File: src/mcomm_pkg.sv
// shared types and constants of the matrix commutator
`default_nettype none
package mcomm_pkg;

  localparam int MAX_DIM_DEFAULT     = 16;
  localparam int ENTRY_WIDTH_DEFAULT = 32;
  localparam int FRAC_BITS           = 16;
  localparam int MODE_W              = 2;
  localparam int INDEX_W             = 4;
  localparam int VALUE_W             = 32;
  localparam int DIM_W               = 5;
  localparam int QUEUE_DEPTH         = 2;

  localparam logic [DIM_W-1:0]  DIM_RESET        = 5'd16;
  localparam logic [MODE_W-1:0] MODE_WRITE_LEFT  = 2'd0;
  localparam logic [MODE_W-1:0] MODE_WRITE_RIGHT = 2'd1;
  localparam logic [MODE_W-1:0] MODE_QUERY       = 2'd2;

  typedef enum logic [1:0] {
    OP_WRITE_LEFT,
    OP_WRITE_RIGHT,
    OP_QUERY,
    OP_QUERY_NULL
  } op_t;

  typedef struct packed {
    op_t                op;
    logic [INDEX_W-1:0] row;
    logic [INDEX_W-1:0] col;
    logic [VALUE_W-1:0] value;
  } cmd_t;

endpackage
`default_nettype wire

File: src/mcomm_queue.sv
// short command queue between front end and back end
`default_nettype none
module mcomm_queue import mcomm_pkg::*; (
  input  wire logic  clk,
  input  wire logic  rst,
  input  wire logic  push_valid,
  output logic       push_ready,
  input  wire cmd_t  push_cmd,
  output logic       pop_valid,
  input  wire logic  pop_ready,
  output cmd_t       pop_cmd
);

  localparam int PTR_W = $clog2(QUEUE_DEPTH);
  localparam int CNT_W = $clog2(QUEUE_DEPTH + 1);

  cmd_t             slots [QUEUE_DEPTH];
  logic [PTR_W-1:0] wr_ptr;
  logic [PTR_W-1:0] rd_ptr;
  logic [CNT_W-1:0] count;
  logic             do_push;
  logic             do_pop;

  assign push_ready = count != CNT_W'(QUEUE_DEPTH);
  assign pop_valid  = count != '0;
  assign pop_cmd    = slots[rd_ptr];
  assign do_push    = push_valid && push_ready;
  assign do_pop     = pop_valid && pop_ready;

  always_ff @(posedge clk) begin
    if (rst) begin
      wr_ptr <= '0;
      rd_ptr <= '0;
      count  <= '0;
    end else begin
      if (do_push) begin
        slots[wr_ptr] <= push_cmd;
        wr_ptr <= (wr_ptr == PTR_W'(QUEUE_DEPTH - 1)) ? '0 : wr_ptr + 1'b1;
      end
      if (do_pop) begin
        rd_ptr <= (rd_ptr == PTR_W'(QUEUE_DEPTH - 1)) ? '0 : rd_ptr + 1'b1;
      end
      if (do_push && !do_pop) begin
        count <= count + 1'b1;
      end else if (do_pop && !do_push) begin
        count <= count - 1'b1;
      end
    end
  end

endmodule
`default_nettype wire

File: config.mk
export PLATFORM = sky130hd
export DESIGN_NAME = mcomm_queue
export DESIGN_NICKNAME = d
export VERILOG_FILES = /design/src/mcomm_pkg.sv /design/src/mcomm_queue.sv
export SDC_FILE = /design/constraint.sdc
export NUM_CORES = 1
export LEC_CHECK = 0
export BUFFER_PORTS_ARGS = -buffer_cell sky130_fd_sc_hd__buf_2
export CAP_MARGIN = 20
export CORE_MARGIN = 8
export CORE_UTILIZATION = 23
export CTS_CLUSTER_DIAMETER = 120
export DETAILED_ROUTE_END_ITERATION = 8
export PLACE_DENSITY_LB_ADDON = 0.25
export SLEW_MARGIN = 10
export SYNTH_ARGS = -nofsm -noshare
export SYNTH_HDL_FRONTEND = slang
export SYNTH_SLANG_ARGS = --single-unit
File: constraint.sdc
create_clock -name clk -period 4.6 [get_ports clk]
set_input_delay 0.23 -clock clk [delete_from_list [all_inputs] [get_ports clk]]
set_output_delay 0.23 -clock clk [all_outputs]
set_load 0.01 [all_outputs]
**Word level (Yosys, flattened, before mapping)**

Memory sizes are Yosys's and may differ from the RTL's. A register that Yosys moved wholly into a read port is not among the register bits.
Index checks and enable logic that the tools add are counted.

- Memory bits (writable): 84
- Memories: 1
- Word-level logic and storage cells: 26
- Register bits after elaboration: 4
- Bits of input ports: 46
- Output and inout port bits: 44

Memories:

| memory | words | bits a word | rd ports | clocked after Yosys merged registers in | wr ports | RTL line | source |
|---|---|---|---|---|---|---|---|
| slots | 2 | 42 | 1 | 1 | 1 | mcomm_queue.sv:17 | `cmd_t slots [QUEUE_DEPTH];` |

- Add/subtract/negate cells: 4
- Muxes and demuxes: 9
- Reduce and logical (&&, ||, !) cells: 8
- Equal/unequal tests: 1

Operators with widths:

| kind | count |
|---|---|
| 1-bit 2-to-1 mux | 7 |
| 1-bit logical AND | 4 |
| 2-bit 2-to-1 mux | 2 |
| 2-bit nonzero test | 2 |
| 1-bit adder, second input constant | 2 |
| 2-bit by 1-bit adder with 2-bit output, second input constant | 1 |
| 1-bit zero test | 2 |
| 2-bit inequality test, second input constant | 1 |
| 2-bit by 1-bit subtractor with 2-bit output, second input constant | 1 |

**Depth between registers and ports, before layout**

- Word-level depth: 6
- Gate-level depth with buffers: 8
- Mapped depth without buffers: 8

**Least setup slack after synthesis**

No wires, ideal clock.

- Path kind: reg2reg
- Start: register count[0]
- End: memory slots[1][0] in the netlist's numbering, enable pin
- Data required time: 4.097 ns
- Arrival time: 3.757 ns
- Path buffers: 0
- Clock period less this slack: 4.259 ns
- Setup time: 0.503 ns
- Setup slack: 0.341 ns
- Stages on the path, launching flop included: 5
- Path through: dfxtp_1 nor2b_1 inv_1 nand2_1 nor3b_1

- Cells in the longest elaborated chain, start to end: 5

Ends and longest elaborated chain:

| item | RTL line | source |
|---|---|---|
| start, declared | mcomm_queue.sv:20 | `logic [CNT_W-1:0] count;` |
| start signal, assigned | mcomm_queue.sv:44 | `count <= count + 1'b1;` |
| start signal, assigned | mcomm_queue.sv:46 | `count <= count - 1'b1;` |
| 2-bit inequality test | mcomm_queue.sv:24 | `assign push_ready = count != CNT_W'(QUEUE_DEPTH);` |
| net push_ready | mcomm_queue.sv:7 | `output logic push_ready,` |
| 1-bit logical AND | mcomm_queue.sv:27 | `assign do_push = push_valid && push_ready;` |
| 1-bit 2-to-1 mux | mcomm_queue.sv:36 | `if (do_push) begin` |
| 1-bit 2-to-1 mux | mcomm_queue.sv:31 | `if (rst) begin` |
| 1-bit 2-to-1 mux (not written as such) | mcomm_queue.sv:37 | `slots[wr_ptr] <= push_cmd;` |
| end, declared | mcomm_queue.sv:17 |  |

The timed path passes the listed nets, and every way through them passes these cells.

**Worst setup path in the final report**

- Start: register count[0]
- End: memory slots[0][20] in the netlist's numbering, enable pin

- Cells in the longest elaborated chain, start to end: 5

Ends and longest elaborated chain:

| item | RTL line |
|---|---|
| 2-bit inequality test | mcomm_queue.sv:24 |
| 1-bit logical AND | mcomm_queue.sv:27 |
| 1-bit 2-to-1 mux | mcomm_queue.sv:36 |
| 1-bit 2-to-1 mux | mcomm_queue.sv:31 |
| 1-bit 2-to-1 mux (not written as such) | mcomm_queue.sv:37 |

No other way between the ends.

==> impl_metrics.yaml <==
cts:
  cts-root-buf: "clkbuf_16"
  postCtsSetupBuffers: 0
  numClockSinks: 89
  cts_buffers: 9
  clkLatencyLatePin_ns: 0.33
  clkTransAtPathRegs_ns: 0.06
  ctsResizeCount: 0
  cts_buffer_depth: 2
  tritoncts: "yes"
  ctsHoldBuffers: 0
  cts_max_level: 3
finish:
  finalNetCount: 303
  fillers: 1367
  num_antenna_cells: 0
  fin_area_mm2: 0.004194
  layout_commonest_cell: "buf_2"
  final_cell_mix: "buf_2, edfxtp_1, mux2_2"
  drive_gt1_frac: 0.5769
  syn_to_final_growth_pct: 29.12
critical_path:
  worstSetupEndpointType: "flip-flop"
  crit_required_ns: 4.56
  critPathLaunch: "count[0]"
  critPathBufInv: 2
  worst-path-stages: 5
  crit_arrival_ns: 1.94
  cp_max_fo: 38
  worstSetupPathType: "reg2reg"
  cpPeakStageDelay_ns: 0.58
  critical_path.top_delay_family: "buffers and inverters"
  crit_chain: "nor2b_1 > inv_1 > nand2_1 > nor3_2 > buf_4"
  r2r_start: "count[0]"
  critical-path-slowest-cell: "buf_4"
  cp-start-kind: "flip-flop"
  reg2reg_depth: 5
die:
  die_width_um: 134.8
  initial_core_util: 0.2349
  core.rowCount: 43
  io_pins: 90
  die-area_mm2: 0.01818
  core_area_mm2: 0.01383
  fp.dieH_um: 134.8
sta:
  worst_pin_slew_ns: 0.5853
  fmax_mhz: 505.8
  rsz0062_at_grt: "false"
  clock_skew_ns: 0.004103
  setup_viol: 0
  min_period_ns: 1.977
  slew_violations: 0
  relSlewSlack: 0.6098
  hold_viol: 0
  fin_crit_sh: 0.4298
  setup_tns_ns: 0
yosys:
  yosysTopAreaCell: "edfxtp_1"
  syn_nets: 205
  syn_inst: 158
  synth.distinct_cells: 16
  ys_seq_elements: 89
  yosysSeqAreaShare: 0.8074
  syn_area_mm2: 0.003248
  synth_top_area_frac: 0.7766
  synth_warnings: 0
  synth.area.top_cells: "edfxtp_1, mux2_2, dfxtp_1, xor2_1, buf_2"
  avgSynthCellArea_um2: 20.56
detailed_routing:
  viasPerCell: 3.898
  wl_per_cell_um: 15.14
  drtIter0Drc: 59
  wirelength_um: 6661
  drt_pass1_iterations: 4
  vias: 1715
  drc_errors: 0
  drt.antenna.violating_nets: 0
hold_path:
  min_from: "push_cmd[24]"
  hp-class: "in2reg"
  holdPathStages: 1
pwr:
  peakVddDrop_v: 0.0001812
  power.clock.fraction: 0.304
  p_switching_mw: 0.5527
  power.density_mw_per_mm2: 502.0
  internal_power_mw: 1.553
  comb_power_share: 0.220
  leakagePower_nw: 1.522
  p_seq_frac: 0.477
  swShare: 0.2625
place:
  gp_congestion: 0.6273
  dpl_cell_area_mm2: 0.003920
  dp_hpwl_um: 4214
  port_buffers: 89
run_status:
  outcome: "finished, final reports clean"
grt:
  grt_max_degree: 43
  grtUsageMet1: 0.08638
  overflow: 0
  grt_use_met3: 0.03269
  antenna_found_initial: 0
  grtUsageMet2: 0.1128
  grt_pass1_wl_um: 9998
  track_usage: 0.07511
  gr-max-usage-layer: "met2"
  grt_pass1_vias: 1852
job:
  max_cap_viol_count: 0
==> sequential cells by signal, indices dropped and copies added, names as in the netlist, named ones only <==
signal  cells
slots      84
count       2
wr_ptr      1
rd_ptr      1
==> logic make-up (layout without fill, tap and decap cells) <==
kind of cell               after synthesis  in the layout  share of synthesized area
xor gates and xnor gates                 3              3                   0.008091
and+or+nand+nor                         10             10                    0.01618
AOI/OAI and AO/OA                        5              5                   0.007703
DFF                                     89             89                     0.8074
buffers and inverters                    8            110                    0.01117
adders and majority gates                1              1                   0.003851
muxes                                   42             42                     0.1456
==> layer usage <==
layer | vias to the layer above | part of all wire | routed length [um]
li1 | 806 | - | -
met1 | 841 | 0.45 | 2980
met2 | 58 | 0.45 | 2994
met3 | 10 | 0.083 | 551
met4 | 0 | 0.020 | 135
met5 | - | 0 | 0
==> area by class of cell <==
class                      count  area, um2  share of cell area
sequential                    89       2624              0.6256
multi-input combinational     61      599.3              0.1429
timing repair buffer          92      480.5              0.1146
clock buffer                  11      232.7             0.05549
tap                          180      225.2             0.05370
clock inverter                 4      21.27            0.005072
inverter                       3      11.26            0.002685
==> final timing paths <==
kind / to / slack, ns
worst max-delay path: slots[0][20] / 2.62
worst min-delay path: slots[0][24] / 0.08
worst max register to register: slots[0][20] / 2.62
worst min register to register: wr_ptr / 0.51
==> synthesized netlist by cell type <==
master    instances
inv_1             3
o21ai_0           3
dfxtp_1           5
nor2b_1           1
or3_1             2
nor3b_1           1
buf_2             5
edfxtp_1         84
mux2_2           42
nor2_1            3
ha_1              1
nand2_1           1
a21oi_1           2
or2_2             1
nor3_1            1
xor2_1            3
==> metrics by stage <==
step	hold WS, ns	instances	total power [mW]	util	setup WS [ns]
CTS	0.06147	439	2.149	0.3019	2.263
detailed placement	0.4232	424	1.489	0.2835	2.577
global placement	0.4168	424	1.484	0.2835	2.673
floorplan	0.2991	158	1.305	-	0.3405
global route	0.06495	440	2.225	0.3033	2.438
finish	0.08276	440	2.105	0.3033	2.623
==> power by group through the flow <==
stage / Clock (mW) / Sequential, mW / Combinational (mW)
CTS: 0.675 / 1.05 / 0.428
finish: 0.639 / 1.00 / 0.462
floorplan: 0 / 1.00 / 0.303
global placement: 0 / 1.06 / 0.425
detailed placement: 0 / 1.06 / 0.426
global route: 0.703 / 1.01 / 0.509
(Power assumes the default switching activity.)
